File: src/rtl/core/lock_table_with_group_favoritism_top_defines.svh
// Assertion macros for the lock table
`ifndef LOCK_TABLE_WITH_GROUP_FAVORITISM_TOP_DEFINES_SVH
`define LOCK_TABLE_WITH_GROUP_FAVORITISM_TOP_DEFINES_SVH
`define LTGF_ASSERT_IMPL(lbl, ante, cons) \
   lbl: assert property (@(posedge clock) disable iff (reset) (ante) |-> (cons)) \
      else $error("lock table check failed");
`define LTGF_ASSERT_NEXT(lbl, ante, cons) \
   lbl: assert property (@(posedge clock) disable iff (reset) (ante) |=> (cons)) \
      else $error("lock table check failed");
`endif

File: src/rtl/core/ltgf_pkg.sv
// Shared types and constants for the lock table
`timescale 1ns / 1ps
`default_nettype none
package ltgf_pkg;
   localparam int NUM_LOCKS   = 15;
   localparam int QUEUE_DEPTH = 16;
   localparam int LW = $clog2(NUM_LOCKS);
   localparam int QW = $clog2(QUEUE_DEPTH);
   localparam int CW = $clog2(QUEUE_DEPTH + 1);
   localparam logic [6:0] MAX_FAVOR = 7'd100;

   typedef enum logic [1:0] {
      ACT_CREATE  = 2'd0,
      ACT_ACQUIRE = 2'd1,
      ACT_RELEASE = 2'd2,
      ACT_DESTROY = 2'd3
   } action_type;

   typedef enum logic [1:0] {
      ST_OK     = 2'd0,
      ST_ERR    = 2'd1,
      ST_QUEUED = 2'd2
   } status_type;

   typedef enum logic [2:0] {
      BS_IDLE, BS_SEARCH, BS_READ, BS_SHIFT, BS_REPLY, BS_GRANT
   } bstate_type;

   typedef struct packed {
      action_type  action;
      logic [3:0]  lock_id;
      logic [6:0]  favor;
      logic [15:0] pid;
      logic [7:0]  group;
      logic [6:0]  rnd;
   } item_type;
endpackage
`default_nettype wire

File: src/rtl/core/ltgf_front.sv
// Front end: input skid buffer and a two-entry item queue
`timescale 1ns / 1ps
`default_nettype none
module ltgf_front (
   input  wire logic              clock,
   input  wire logic              reset,
   input  wire logic              in_valid,
   output logic                   in_ready,
   input  wire ltgf_pkg::item_type in_item,
   output logic                   q_valid,
   input  wire logic              q_ready,
   output ltgf_pkg::item_type     q_item
);
   ltgf_pkg::item_type buf_ff [2];
   logic rd_ff, rd_in, wr_ff, wr_in;
   logic [1:0] cnt_ff, cnt_in;
   logic push, pop;

   assign in_ready = (cnt_ff != 2'd2);
   assign q_valid  = (cnt_ff != 2'd0);
   assign q_item   = buf_ff[rd_ff];
   assign push = in_valid && in_ready;
   assign pop  = q_valid && q_ready;

   always_comb begin
      rd_in  = pop ? ~rd_ff : rd_ff;
      wr_in  = push ? ~wr_ff : wr_ff;
      cnt_in = cnt_ff + {1'b0, push} - {1'b0, pop};
   end

   always_ff @(posedge clock) begin
      if (reset) begin
         rd_ff <= 1'b0; wr_ff <= 1'b0; cnt_ff <= 2'd0;
      end else begin
         rd_ff <= rd_in; wr_ff <= wr_in; cnt_ff <= cnt_in;
      end
   end

   always_ff @(posedge clock) begin
      if (push) buf_ff[wr_ff] <= in_item;
   end
endmodule
`default_nettype wire

File: config.mk
export PLATFORM = sky130hd
export DESIGN_NAME = ltgf_front
export DESIGN_NICKNAME = d
export VERILOG_FILES = /design/src/rtl/core/lock_table_with_group_favoritism_top_defines.svh /design/src/rtl/core/ltgf_pkg.sv /design/src/rtl/core/ltgf_front.sv
export SDC_FILE = /design/constraint.sdc
export NUM_CORES = 1
export LEC_CHECK = 0
export BUFFER_PORTS_ARGS = -buffer_cell sky130_fd_sc_hd__buf_2
export CAP_MARGIN = 40
export CORE_AREA = 5 5 96 98
export CTS_BUF_LIST = sky130_fd_sc_hd__clkbuf_4
export DETAILED_ROUTE_END_ITERATION = 6
export DIE_AREA = 0 0 101 103
export PLACE_DENSITY_LB_ADDON = 0.05
export SETUP_SLACK_MARGIN = 0.05
export SLEW_MARGIN = 10
export SYNTH_ARGS = -nofsm -noshare
export SYNTH_HDL_FRONTEND = slang
export SYNTH_SLANG_ARGS = --single-unit
File: constraint.sdc
create_clock -name clock -period 3.4 [get_ports clock]
set_input_delay 0.34 -clock clock [delete_from_list [all_inputs] [get_ports clock]]
set_output_delay 0.34 -clock clock [all_outputs]
set_load 0.03 [all_outputs]
# Word-level counts from Yosys, hierarchy flattened
# Memories as Yosys holds them, arrays and structs flattened. A register that Yosys moved wholly into a read port is not among the register bits.
# Index checks and enable logic that the tools add are counted.
# totals
register_bits	4
ram_bits	88
input_bits	48
mem_count	1
# mem_list
name	words	word_bits	rd	rd_ports_with_merged_regs	write_ports	line	rtl
buf_ff	2	44	1	1	1	ltgf_front.sv:14	ltgf_pkg::item_type buf_ff [2];
# classes
add_sub_neg	2
n_eq_ne	1
muxes	4
bitwise	2
reduce_logical	3
# op_table
op	count
2-to-1 mux 1 bit	4
adder 2 x 1 -> 2 bit	1
logical AND 1 bit	2
!= test 2 bit, second input constant	1
inverter 1 bit	2
nonzero test 2 bit	1
subtractor 2 x 1 -> 2 bit	1

# Logic depth before layout (Yosys ltp)
# Gate-level depths: netlist of run 1.
# depth
ltp_word	4
ltp_mapped	8

# Least setup slack after synthesis of run 1
# OpenSTA, ideal clock, no wires.
# synth_timing
kind	register to register
startpoint	register cnt_ff[0]
endpoint	memory buf_ff[0][0] (netlist name), enable pin
setup_time_ns	0.445
arrival_time_ns	2.541
t_required_ns	2.955
path_slack_ns	0.413
stages_incl_launch_ff	4
synth_period_minus_slack_ns	2.987
path_cell_list	dfxtp_1 > nand2b_2 > nand2_2 > nor2_1
# synth_via
elab_chain_cells	4
# synth_lines
item	line	rtl
start: declaration	ltgf_front.sv:16	logic [1:0] cnt_ff, cnt_in;
start signal: assignment	ltgf_front.sv:35	rd_ff <= rd_in; wr_ff <= wr_in; cnt_ff <= cnt_in;
!= test 2 bit	ltgf_front.sv:19	assign in_ready = (cnt_ff != 2'd2);
named net in_ready	ltgf_front.sv:8	output logic in_ready,
logical AND 1 bit	ltgf_front.sv:22	assign push = in_valid && in_ready;
2-to-1 mux 1 bit	ltgf_front.sv:40	if (push) buf_ff[wr_ff] <= in_item;
2-to-1 mux 1 bit (implied by the code)	ltgf_front.sv:40	
end: declaration	ltgf_front.sv:14	
# The timed path passes the listed nets, and every way through them passes these cells.

==> results of run 1 <==
[sequential cells by signal, summed over array words and instances, names as in the netlist, named ones only]
signal	count
wr_ff	1
cnt_ff	2
rd_ff	1
buf_ff	88
[synth_stat cells (all sizes together)]
| library cell | count |
|---|---|
| and3 | 1 |
| buf | 5 |
| dfxtp | 5 |
| edfxtp | 88 |
| ha | 2 |
| inv | 1 |
| mux2 | 45 |
| nand2 | 1 |
| nand2b | 1 |
| nor2 | 5 |
| nor2b | 2 |
| o21a | 1 |
| or2 | 1 |
| xnor2 | 2 |
| xor2 | 1 |
[power groups by stage]
stage	combinational, uW	sequential (uW)	clock (uW)
CTS	1110	1520	588
floorplan	927	1510	0
finish	1090	1520	562
global route	1160	1530	639
detailed placement	1110	1550	0
global placement	1110	1540	0
[through the flow]
step / util (%) / total power (uW) / hold slack [ns] / area (um^2) / instances
final: 51.4 / 3170 / 0.102 / 4310 / 377
after global routing: 51.4 / 3330 / 0.0497 / 4310 / 377
after CTS: 51.4 / 3220 / 0.0557 / 4310 / 377
after detailed placement: 49.9 / 2660 / 0.497 / 4180 / 361
after global placement: 49.9 / 2650 / 0.499 / 4180 / 361
after floorplan: - / 2430 / 0.412 / 3620 / 161
[worst reg2reg max path, delay by kind of cell, from the launching register on]
family,cells,cell delay [ns]
buf+inv,1,0.45
flops,1,0.39
simple gates,3,0.77
[layout make-up]
class,count,area [um^2],share of cell area [%]
clock buffer,9,67.6,1.57
clock inverter,7,66.3,1.54
inverter,1,3.75,0.0871
multi-input combinational,62,787,18.3
sequential,93,2740,63.6
tap,108,135,3.13
timing repair buffer,97,508,11.8
[worst min path at each step]
| stage | startpoint | end | slack, ns |
|---|---|---|---|
| 2_1_floorplan | reset | cnt_ff[0] | 0.41 |
| 4_1_cts | in_item[40] | buf_ff[0][40] | 0.06 |
| 3_3_place_gp | rd_ff | rd_ff | 0.50 |
| 5_1_grt | in_item[40] | buf_ff[1][40] | 0.05 |
| 3_5_place_dp | rd_ff | rd_ff | 0.50 |
| 6_report | in_item[40] | buf_ff[0][40] | 0.10 |
[logic make-up after synthesis]
| group | Yosys count | share of synthesized area [%] |
|---|---|---|
| buffers and inverters | 6 | 2.63 |
| AO/OA/AOI/OAI | 1 | 0.208 |
| XOR/XNOR | 3 | 0.727 |
| flip-flops | 93 | 75.8 |
| multiplexers | 45 | 18.3 |
| adder cells (fa/ha/maj) | 2 | 0.692 |
| AND/OR/NAND/NOR | 11 | 1.63 |
[metal layers]
| layer | up-vias | GRT usage (%) | part of all wire [%] |
|---|---|---|---|
| met2 | 55 | 19.7 | 50 |
| li1 | 827 | - | - |
| met3 | 9 | 3.86 | 7.4 |
| met5 | - | 0 | 0 |
| met1 | 833 | 12.5 | 41 |
| met4 | 0 | 6.13 | 1.5 |
==> metrics, run 1 <==
Yosys top cell area share 73.1%; Mean Syn Cell Area 22.5 um^2; Cell Chain, Critical Path buf_12 > mux2_2 > buf_2; worst vdd ir 0.273 mV; Synth area leader edfxtp_1; CP max stage delay 0.72 ns; Final #Nets 314; via count of the first global-routing pass 1853; CP Launch Type register; Static Leak 0.00169 uW; Clk network pwr share 17.8%; FILL cells 727; Critical R2R Capture buf_ff[0][14]; cts hold-fix bufs 0; final setup margin 1.08 ns; fmax 0.431 GHz; die area 10400 um^2; Switch Pwr 1060 uW; Post-CTS Setup Bufs 0; CP delay by family, top flip-flops; Crit Path Max Fanout 28; synthesis warning total 0; clock sink total 93; Int Pwr 2110 uW; PostCTS Resize Cnt 0; R2R depth 4; TritonCTS buffer count 9; Worst Tran Pin Value 0.624 ns; HPWL Detailed 3.94 mm; hold crit path type input pin to register; DIE WIDTH 101 um; Fin. Hold Viols 0; Pwr per Cell Area 734 nW/um^2; row count 34; Die H 103 um; CP arrival 1.98 ns; antenna violations before repair 0; GRT Util Overall 11.4%; synth top area cells edfxtp_1, mux2_4, dfxtp_1; area grow syn2layout 19.2%; sw frac 33.4%; pre-CTS setup slack 1.44 ns; largest net degree at the start of global routing 29; first-pass GRT wire length 8.78 mm; area of the core 8380 um^2; DRC errors left 0; RSZ-0062 raised after global routing false; clk root buf clkbuf_4; Initial Utilization 43.1%; crit path to q_item[43]; # H-tree levels 3; drt first pass iters 4; Cell variety after synth 17; period utilization 68.2%; setup violators final 0; Comb pwr share 34.3%; placer congestion estimate 0.643; share of cells above drive strength 1 60.2%; Vias/cell 4.57; global route overflow 0; R2R Setup Slk 1.48 ns; initial DRC count 37; PortBufs 93; Seq/Total Area, Yosys 75.8%; Synth Net Count 211; Post-DRT Antenna Nets 0; Crit Path Class register to primary output; vias 1724; clock skew 0.0134 ns; Yosys reg bits 93; commonest non-fill, non-tap cell in the layout buf_2; Clock Path Buffers 2; hold path depth 1; Final Max Tran Viols 0; most frequent cells in the layout buf_2, edfxtp_1, mux2_4; clk slew on worst S/H paths 0.14 ns; drt wl/cell 15.1 um; worst rel slew slack 58.3%; MaxCap Viol Count 0; Seq pwr share 47.9%; Min Clock Period, post-route 2.32 ns; sum of buffers and inverters on the critical path 2; I/O Pins 94; status finished clean; Total Routed Length 5.71 mm; Crit. path cell count 3; WP data required 3.06 ns; Synth Instances 161; CTS tree built; # diodes 0; Crit. End Element primary output; Syn Std Cell Area 3620 um^2; clk_lat worst skew 0.41 ns; RR Startpoint cnt_ff[0]; Fin Setup TNS 0 ns; critical path's slowest cell dfxtp_2
Note: power is estimated with default switching activity, not from simulation.
==> run 2, diff against run 1 <==
- clock period: 3.4 -> 2.2 ns (I/O delays scaled with it)
==> run 2 against run 1 <==
  * Register-to-register slack got worse by 0.86 ns
  * Clock power rose by 81%
  * Die area did not move
  * Core utilization rose by 5.7 points
  * Critical path depth did not move
  * Critical path type unchanged
  * Critical endpoint is now q_item[1]
  * Largest power group unchanged
==> metrics, run 2 (synthesized netlist as in run 1, its figures left out) <==
worst vdd ir 0.562 mV (+110%); drt wl/cell 14.7 um (-2.9%); die area 10400 um^2 (unchanged); status finished clean; # diodes 0 (unchanged); most frequent cells in the layout buf_2, edfxtp_1, dlygate4sd3_1; initial DRC count 46 (+24%); Final #Nets 360 (+15%); Die H 103 um (unchanged); RSZ-0062 raised after global routing false; Cell Chain, Critical Path buf_4 > mux2_2 > buf_2; Initial Utilization 43.1% (unchanged); TritonCTS buffer count 9 (unchanged); # H-tree levels 3 (unchanged); CTS tree built; Total Routed Length 6.22 mm (+8.9%); Switch Pwr 1680 uW (+59%); via count of the first global-routing pass 1952 (+5.3%); WP data required 1.98 ns (-1.08 ns); Pwr per Cell Area 1070 nW/um^2 (+46%); Top Registers buf_ff x88, cnt_ff x2; Fin Setup TNS 0 ns (unchanged); sw frac 32.9% (-0.53 points); fmax 0.511 GHz; clk root buf clkbuf_4; pre-CTS setup slack 0.624 ns (-0.811 ns); Min Clock Period, post-route 1.96 ns; area of the core 8380 um^2 (unchanged); Fin. Hold Viols 0 (unchanged); drt first pass iters 4 (unchanged); share of cells above drive strength 1 52.7% (-7.5 points); global route overflow 0 (unchanged); CP arrival 1.74 ns (-0.24 ns); setup violators final 0 (unchanged); max reg flops 88 (unchanged); critical path's slowest cell mux2_2; clk_lat worst skew 0.43 ns (+0.02 ns); hold crit path type input pin to register; Crit. End Element primary output; Clock Path Buffers 2 (unchanged); CP delay by family, top buffers and inverters; DRC errors left 0 (unchanged); Int Pwr 3430 uW (+63%); Comb pwr share 35.2% (+0.9 points); Vias/cell 4.53 (-1.0%); period utilization 89.0%; first-pass GRT wire length 9.33 mm (+6.2%); GRT Util Overall 12.2% (+0.78 points); Tot Pwr 5120 uW (+62%); Post-DRT Antenna Nets 0 (unchanged); CP Launch Type register; I/O Pins 94 (unchanged); PostCTS Resize Cnt 0 (unchanged); clk slew on worst S/H paths 0.14 ns (about the same); sum of buffers and inverters on the critical path 2 (unchanged); Static Leak 0.00190 uW (+12%); antenna violations before repair 0 (unchanged); clock sink total 93 (unchanged); largest net degree at the start of global routing 26 (-10%); Crit Path Max Fanout 23 (-18%); DIE WIDTH 101 um (unchanged); worst rel slew slack 71.9% (+14 points); FILL cells 689 (-5.2%); vias 1915 (+11%); commonest non-fill, non-tap cell in the layout buf_2; Crit Path Class register to primary output; row count 34 (unchanged); final setup margin 0.243 ns (-0.837 ns); Seq pwr share 44.8% (-3.1 points); area grow syn2layout 32.4%; clock skew 0.0172 ns (+0.00378 ns); Final Max Tran Viols 0 (unchanged); MaxCap Viol Count 0 (unchanged); CP max stage delay 0.39 ns (-0.33 ns); Clk network pwr share 20.0% (+2.2 points); final cell utilization of the core 57.1% (+5.7 points); HPWL Detailed 3.94 mm (-0.14%); PortBufs 93 (unchanged); placer congestion estimate 0.731 (+14%); Worst Tran Pin Value 0.422 ns (-0.202 ns); Biggest register buf_ff
[run 2: cell count changes in the layout (fill, tap and decap cells not counted), sizes merged]
cell         change
buf              +2
inv              +1
clkinv           -2
dlygate4sd3     +44
bufinv           +1
[run 2: worst register-to-register path: stages (launching register included)]
cell and delay, ns:
dfxtp_1 0.35, nand2b_2 0.20, nand2_2 0.13, ha_1 0.24, inv_1 0.05, ha_1 0.15
xor2_1 0.18, xnor2_1 0.15, nor2_1 0.05
[run 2: what timing repair did]
| action | 4_1_cts | 5_1_grt |
|---|---|---|
| buffers inserted | 0 | 0 |
| endpoints found under the hold margin | 88 | 0 |
| hold buffers | 44 | 0 |
[run 2: path summary, 6_finish.rpt]
check	startpoint	to	slack (ns)	cells past startpoint
hold / removal	reset	register	0.03	2
setup / recovery	register	q_item[1]	0.24	3
hold reg to reg	rd_ff	rd_ff	0.54	2
setup reg to reg	cnt_ff[0]	cnt_ff[1]	0.62	8
[run 2: power by group through the flow]
stage	combinational, uW	clock, uW	sequential [uW]
floorplan	1440	0	2320
global placement	1770	0	2330
detailed placement	1770	0	2340
CTS	1840	1060	2300
global route	1910	1130	2320
finish	1800	1020	2290
[run 2: per-layer routing]
metal | global-route usage [%] | share of wire, % | vias up
met5 | 0 | 0 | -
met3 | 2.84 | 6.7 | 10
met4 | 6.44 | 1.7 | 0
li1 | - | - | 925
met1 | 14.3 | 42 | 924
met2 | 21.0 | 50 | 56
[run 2: layout make-up]
class	instances	area, um^2	area share, %
Clock inverter	7	97.6	2.04
Sequential cell	93	2740	57.3
Clock buffer	9	67.6	1.41
Multi-Input combinational cell	62	787	16.4
Inverter	1	3.75	0.0784
Timing Repair Buffer	143	951	19.9
Tap cell	108	135	2.82
[run 2: through the flow]
step / std cells / hold WS, ns / area (um^2)
finish: 423 / 0.0326 / 4790
detailed placement: 363 / 0.411 / 4180
CTS: 423 / 0.00326 / 4790
global placement: 363 / 0.407 / 4180
global route: 423 / 0.00499 / 4790
floorplan: 161 / 0.292 / 3620
==> run 3, diff against run 2 <==
- PLACE_DENSITY: default -> 0.69
- PLACE_DENSITY_LB_ADDON: 0.05 -> default
==> run 3 against run 2 <==
  * Critical path depth is the same
  * Worst hold slack gained 0.011 ns
  * Highest routed layer unchanged
  * Cell count is 0.71% lower
  * Die area did not move
  * Worst setup slack improved by 0.070 ns
  * Via count shrank 0.73%
  * Largest cell class unchanged
  * Sequential cell count unchanged
  * Non-clock buffer count is 3 lower
  * Largest power group unchanged
  * Routed wire length increased by 2.1%
  * Maximum frequency is 3.7% higher
  * Sequential power about the same
==> metrics, run 3 (synthesized netlist as in run 1, its figures left out) <==
status finished clean; Min Clock Period, post-route 1.89 ns (-0.0701 ns); DRC errors left 0 (unchanged); final setup margin 0.313 ns (+0.0701 ns); PostCTS Resize Cnt 0 (unchanged); pre-CTS setup slack 0.635 ns (+0.0104 ns); Total Routed Length 6.35 mm (+2.1%); Clock Path Buffers 2 (unchanged); clock sink total 93 (unchanged); WP data required 1.98 ns (about the same); row count 34 (unchanged); hold crit path type input pin to register; CTS tree built; max reg flops 88 (unchanged); PortBufs 93 (unchanged); met2 usage 23.6% (+2.7 points); Biggest register buf_ff; # H-tree levels 3 (unchanged); grt met1 use 12.5% (-1.7 points); Fin Setup TNS 0 ns (unchanged); share of cells above drive strength 1 51.1% (-1.6 points); area grow syn2layout 31.7%; CP arrival 1.67 ns (-0.07 ns); I/O Pins 94 (unchanged); Post-CTS Setup Bufs 0 (unchanged); clk root buf clkbuf_4; Static Leak 0.00188 uW (-1.0%); clk_lat worst skew 0.42 ns (about the same); Crit Path Max Fanout 44 (+91%); area of the core 8380 um^2 (unchanged); Worst Tran Pin Value 0.332 ns (-0.0902 ns); antenna violations before repair 1 (+1); Final Instance Count excl. Fillers 420 (-0.71%); GRT Util Overall 12.5% (+0.32 points); placer congestion estimate 0.696 (-4.9%); Vias/cell 4.53 (about the same); worst rel slew slack 77.9% (+6.0 points); Crit Path Class register to primary output; MaxCap Viol Count 0 (unchanged); fmax 0.530 GHz (+3.7%); final cell utilization of the core 56.8% (-0.30 points); setup violators final 0 (unchanged); # placed instances 360 (-0.83%); drt wl/cell 15.1 um (+2.9%); Final Max Tran Viols 0 (unchanged); RSZ-0062 raised after global routing false; first-pass GRT wire length 9.58 mm (+2.7%); Tot Pwr 4940 uW (-3.4%); most frequent cells in the layout buf_2, edfxtp_1, dlygate4sd3_1; TritonCTS buffer count 9 (unchanged); Fin. Hold Viols 0 (unchanged); via count of the first global-routing pass 1988 (+1.8%); Final #Nets 357 (-0.83%); DIE WIDTH 101 um (unchanged); vias 1901 (-0.73%); clk slew on worst S/H paths 0.12 ns (-0.02 ns); cts hold-fix bufs 44 (unchanged); worst vdd ir 0.588 mV (+4.7%); Die H 103 um (unchanged); Crit. End Element primary output; global route overflow 0 (unchanged); commonest non-fill, non-tap cell in the layout buf_2; HPWL Detailed 3.95 mm (+0.37%); die area 10400 um^2 (unchanged); Initial Utilization 43.1% (unchanged); drt first pass iters 4 (unchanged); clock skew 0.0212 ns (+0.00408 ns); Top Registers buf_ff x88, cnt_ff x2; Pwr per Cell Area 1040 nW/um^2 (-2.8%); met3 GRT Util 2.98% (+0.14 points); initial DRC count 63 (+37%); period utilization 85.8% (-3.2 points); CP Launch Type register; layer with the highest usage met2; largest net degree at the start of global routing 45 (+73%); Post-DRT Antenna Nets 0 (unchanged)
-- run 3: final timing paths --
kind / from / end / slack [ns] / cells past startpoint
setup / recovery: register / q_item[1] / 0.31 / 3
setup reg to reg: cnt_ff[0] / cnt_ff[1] / 0.64 / 8
hold reg to reg: rd_ff / rd_ff / 0.56 / 2
hold / removal: reset / cnt_ff[1] / 0.04 / 2
-- run 3: layout make-up --
cell class	count	area, um^2
flip-flops and latches	93	2740
inverters	1	3.75
well taps	108	135
diodes	1	2.50
clock buffers	9	67.6
fillers	675	3620
clock inverters	6	55.1
multi-input cells	62	787
repair buffers	140	966
-- run 3: power by group --
part	switching, uW	internal (uW)
Combinational	1050	765
Clock	499	330
Sequential	76.4	2220
-- run 3: routing by layer --
metal  vias up  wire [um]
li1        917          -
met1       924       2320
met2        50       3600
met3        10        302
met4         0        121
met5         -          0
-- run 3: worst max-delay path: stages, from the launching register on --
cell     delay, ns
dfxtp_2       0.37
buf_12        0.31
mux2_2        0.39
buf_2         0.18
-- run 3: through the flow --
step	hold slack, ns	cell area, um^2
2_1_floorplan	0.292	3620
3_3_place_gp	0.409	4200
3_5_place_dp	0.413	4200
4_1_cts	0.00394	4760
5_1_grt	0.00534	4760
6_report	0.0441	4760
